**config.mk**
```make
export PLATFORM = sky130hd
export DESIGN_NAME = efra_ctrl
export DESIGN_NICKNAME = d
export VERILOG_FILES = /design/src/sv/efra_pkg.sv /design/src/sv/efra_ctrl.sv
export SDC_FILE = /design/constraint.sdc
export NUM_CORES = 1
export LEC_CHECK = 0
export ABC_AREA = 0
export ABC_CLOCK_PERIOD_IN_PS = 1500
export BUFFER_PORTS_ARGS = -buffer_cell sky130_fd_sc_hd__buf_2
export CORE_AREA = 2 2 39 41
export CTS_CLUSTER_DIAMETER = 30
export DETAILED_ROUTE_END_ITERATION = 16
export DIE_AREA = 0 0 41 43
export SYNTH_ARGS = -nofsm -noshare
export SYNTH_HDL_FRONTEND = slang
export SYNTH_SLANG_ARGS = --single-unit
```
**constraint.sdc**
```tcl
create_clock -name clk -period 1.5 [get_ports clk]
set_clock_uncertainty 0.1 [all_clocks]
set_input_delay 0.15 -clock clk [delete_from_list [all_inputs] [get_ports clk]]
set_output_delay 0.15 -clock clk [all_outputs]
set_load 0.005 [all_outputs]
```
**src/sv/efra_pkg.sv**
```systemverilog
package efra_pkg;

	localparam int MAX_ROOMS = 16;
	localparam int ROOM_W = (MAX_ROOMS > 1) ? $clog2(MAX_ROOMS) : 1;
	localparam int IN_W = 32;
	localparam int TIME_W = 40;
	localparam int CNT_W = 32;
	localparam int NROOM_W = 5;
	localparam int OUT_IDX_W = 4;
	localparam int GRP = 4;
	localparam int GPOS_W = $clog2(GRP);
	localparam int NGRP = (MAX_ROOMS + GRP - 1) / GRP;
	localparam int NPAD = NGRP * GRP;

	localparam logic [NROOM_W-1:0] NUM_ROOMS_RST = NROOM_W'(16);
	localparam logic [TIME_W-1:0] TIME_MAX = {TIME_W{1'b1}};
	localparam logic [CNT_W-1:0] CNT_MAX = {CNT_W{1'b1}};

	typedef struct packed {
		logic [IN_W-1:0] start_time;
		logic [IN_W-1:0] stop_time;
	} job_t;

	typedef struct packed {
		logic [OUT_IDX_W-1:0] room_index;
		logic [TIME_W-1:0] finish_time;
		logic was_delayed;
		logic [OUT_IDX_W-1:0] busiest_room;
	} result_t;

	typedef enum logic [2:0] {
		ST_IDLE,
		ST_PICK,
		ST_UPD,
		ST_MAX1,
		ST_MAX2
	} state_t;

	typedef struct packed {
		logic cap;
		logic pick;
		logic upd;
		logic max1;
		logic max2;
	} ctl_t;

	// Candidate a wins over candidate b when it has the smaller key; on equal keys
	// the one with the lower room number wins.
	function automatic logic beats(input logic av, input logic [TIME_W-1:0] ak,
		input logic bv, input logic [TIME_W-1:0] bk, input logic a_first);
		logic le;
		le = a_first ? (ak <= bk) : (ak < bk);
		return av && (!bv || le);
	endfunction

endpackage

```
**src/sv/efra_ctrl.sv**
```systemverilog
module efra_ctrl (
	input  logic clk,
	input  logic arst_n,
	input  logic start,
	output logic busy,
	output efra_pkg::ctl_t ctl
);

	efra_pkg::state_t state_q, state_d;

	always_ff @(posedge clk or negedge arst_n) begin
		if (!arst_n) begin
			state_q <= efra_pkg::ST_IDLE;
		end else begin
			state_q <= state_d;
		end
	end

	always_comb begin
		state_d = state_q;
		ctl = '0;
		busy = 1'b1;
		unique case (state_q)
			efra_pkg::ST_IDLE: begin
				busy = 1'b0;
				if (start) begin
					ctl.cap = 1'b1;
					state_d = efra_pkg::ST_PICK;
				end
			end
			efra_pkg::ST_PICK: begin
				ctl.pick = 1'b1;
				state_d = efra_pkg::ST_UPD;
			end
			efra_pkg::ST_UPD: begin
				ctl.upd = 1'b1;
				state_d = efra_pkg::ST_MAX1;
			end
			efra_pkg::ST_MAX1: begin
				ctl.max1 = 1'b1;
				state_d = efra_pkg::ST_MAX2;
			end
			efra_pkg::ST_MAX2: begin
				ctl.max2 = 1'b1;
				state_d = efra_pkg::ST_IDLE;
			end
			default: begin
				state_d = efra_pkg::ST_IDLE;
			end
		endcase
	end

endmodule

```
==> Word level (Yosys, flattened, before mapping) <==
Index checks and enable logic that the tools add are counted.
{ "word_totals": {"regBits": 3, "input_bits": 3} }
{ "op_classes": {"n_eq_ne": 5, "n_mux": 9, "reduce_logical": 1} }
{ "op_table": {"columns": ["op", "count"], "rows": [
  ["case mux 3 bit (4 select lines)", 1],
  ["two-way mux 1 bit", 7],
  ["equality test 3 x 2 -> 1 bit, second input constant", 2],
  ["equality test 3 x 1 -> 1 bit, second input constant", 1],
  ["equality test 3 bit, second input constant", 1],
  ["logical NOT 3 bit", 1],
  ["two-way mux 3 bit", 1],
  ["inequality test 2 bit, second input constant", 1]
]} }

==> Logic depth before layout (Yosys ltp) <==
{ "depth": {"word_depth": 2, "depth_mapped": 3, "depth_no_buf": 2} }

==> Worst setup path after synthesis <==
Ideal clock, no wire load.
{ "synth_timing": {"path_kind": "reg2out", "start": "reg state_q[0]", "end": "out ctl[4] (netlist bit)", "t_arrival_ns": 0.938, "required_time_ns": 1.250, "setup_slack_ns": 0.312, "stages_incl_launch_ff": 4, "path_cell_list": "dfrtp_1 > buf_6 > or3_4 > nor2_2"} }
{ "synth_rtl": {"columns": ["element", "line_no", "source"], "rows": [
  ["start: declaration", "efra_ctrl.sv:9", "efra_pkg::state_t state_q, state_d;"],
  ["start signal: assignment", "efra_ctrl.sv:13", "state_q <= efra_pkg::ST_IDLE;"],
  ["start signal: assignment", "efra_ctrl.sv:15", "state_q <= state_d;"],
  ["end: declaration", "efra_ctrl.sv:6", "output efra_pkg::ctl_t ctl"]
]} }

==> out/metrics.cfg <==
[floorplanning]
floorplan.initialDensity_pct = 12.2
die-height_um = 43
die_x_um = 41
rows = 14
core_sq_um = 1380
die_area_sq_um = 1760
io_pins = 9

[power_and_ir_drop]
p_per_area_nw_per_um2 = 2180
p_leak_nw = 0.142
totalPowerFinal_mw = 0.606
ir_worst_vdd_uv = 535

[detailed_routing]
drc_errors = 0
wl_um = 351
drt_first_pass_iters = 2
via_per_inst = 3.43
first_iter_violations = 1
avgRoutedWirePerCell_um = 7.47
antenna_left = 0
routed-via-count = 161

[clocking]
root_buffer = clkbuf_4
clockBufferDepth = 2
cts_buffers = 3
path_clk_slew_ns = 0.04
insertion_delay_ns = 0.23
clock_sinks = 3
h-tree-depth = 1
cts_tree = yes

[logic_synthesis]
ys_types = 10
syn_area_sq_um = 169
synth_nets = 19
ys_seq_elements = 3
ys_warn_count = 0
syn_inst = 16
ys_seq_area_share_pct = 44.4
syn_avg_cell_area_sq_um = 10.6

[sta]
tightestPinTransition_ns = 0.144
finalSetupTns_ns = 0
min_period_over_period_pct = 94.8
fin_ws_ns = 0.0780
holdWs_ns = 0.0949
rsz0062_at_grt = false
drv_slew = 0
finalSetupViolCount = 0
hold_violations = 0
fmax_ghz = 0.703
slew-limit-headroom_pct = 90.3
period_needed_ns = 1.42

[cells_and_area]
top_regs = state_q x3
final_cell_mix = buf_2, nor3b_1, clkbuf_4, buf_4
drive_gt1_share_pct = 54.8
final_common_cell = buf_2
fillCellCount = 159
seq_area_sq_um = 76.3
post-route-util_pct = 20.1
areaGrowthSynthToFinish_pct = 64.4
largest_register = state_q
final_cells = 47
multi_input_area_sq_um = 78.8
final_area_sq_um = 278
antenna_cells = 0
fin_nets = 35
largest_reg_flops = 3

[global_route]
grt_pass1_wl_um = 558
antenna_found_initial = 0
grt_util_all_layers_pct = 5.84
overflow = 0
grt_start_max_net_pins = 9
grt_pass1_vias = 151

[placed_design]
gp_congestion = 0.672
place_inst = 41
pre_cts_ws_ns = 0.288
port_buffers = 8
place_area_sq_um = 233

[flow_run]
maxCapViolations = 0

[critical_path]
worst-path-buf-inv = 1
cp_top_family = simple AND/OR/NAND/NOR gates
critPathMaxFanout = 2
worstSetupStartpointType = register
required_ns = 1.25
cp_slowest_cell = or3_4
cp-end-kind = primary output
worstSetupPathType = reg -> out
cp_cell_sequence = or3_4 > nor2_2 > buf_2
cp_slowest_stage_delay_ns = 0.39
critPathArrivalTime_ns = 1.17

[worst_hold_path]
hold_class = in -> reg

[run_status]
status = complete, no violations

-- layout make-up --
| type | instances | area share [%] |
|---|---|---|
| clock buffer | 4 | 9.46 |
| inverter | 1 | 1.35 |
| multi-input combinational | 11 | 28.4 |
| sequential | 3 | 27.5 |
| tap | 16 | 7.21 |
| timing repair buffer | 12 | 26.1 |
-- cells by family after synthesis --
kind of cell / count (synthesis) / share of synthesized area, %
xor+xnor: 1 / 5.19
buf+inv: 2 / 8.89
flops: 3 / 44.4
simple gates: 10 / 41.5
-- synthesized netlist by cell type --
| library cell | count | area share, % |
|---|---|---|
| dfrtp_1 | 3 | 44 |
| nor3b_1 | 3 | 13 |
| and3b_1 | 2 | 10 |
| nor2_1 | 2 | 4.4 |
| buf_6 | 1 | 6.7 |
| inv_1 | 1 | 2.2 |
| nor2_2 | 1 | 3.7 |
| nor3_1 | 1 | 3.0 |
| or3_4 | 1 | 6.7 |
| xnor2_1 | 1 | 5.2 |
-- layer usage --
metal,track usage [%],part of all wire (%),wire length (um),vias to the layer above
li1,-,-,-,85
met2,6.25,45,159,7
met3,4.71,7.1,25,0
met4,10.0,0,0,0
met5,0,0,0,-
met1,4.53,47,166,69
-- worst register-to-register path: stages (launching register included) --
cell,delay [ns]
dfrtp_1,0.37
buf_4,0.16
xnor2_1,0.14
nor2_1,0.05
-- repair_timing --
item | CTS | global route
hold buffers | 1 | 0
endpoints found under the hold margin | 3 | 0
buffers inserted | 0 | 1
setup endpoints to repair | 0 | 1
gates resized for setup | 0 | 1
-- path summary, 6_finish.rpt --
check / startpoint / endpoint / slack [ns] / depth (start not counted)
max in group asynchronous: arst_n / state_q[2] / 1.04 / 2
setup / recovery: state_q[1] / ctl[4] / 0.08 / 3
min in group asynchronous: arst_n / state_q[0] / 0.14 / 2
hold / removal: start / state_q[0] / 0.09 / 3
setup reg to reg: state_q[1] / state_q[1] / 0.56 / 3
hold reg to reg: state_q[2] / state_q[1] / 0.46 / 2
-- power by group --
| part | internal, mW | switching (mW) |
|---|---|---|
| Sequential | 0.123 | 0.0195 |
| Clock | 0.0996 | 0.0404 |
| Combinational | 0.185 | 0.139 |
| Total | 0.407 | 0.199 |
No activity file was read; power rests on OpenSTA's default activity.
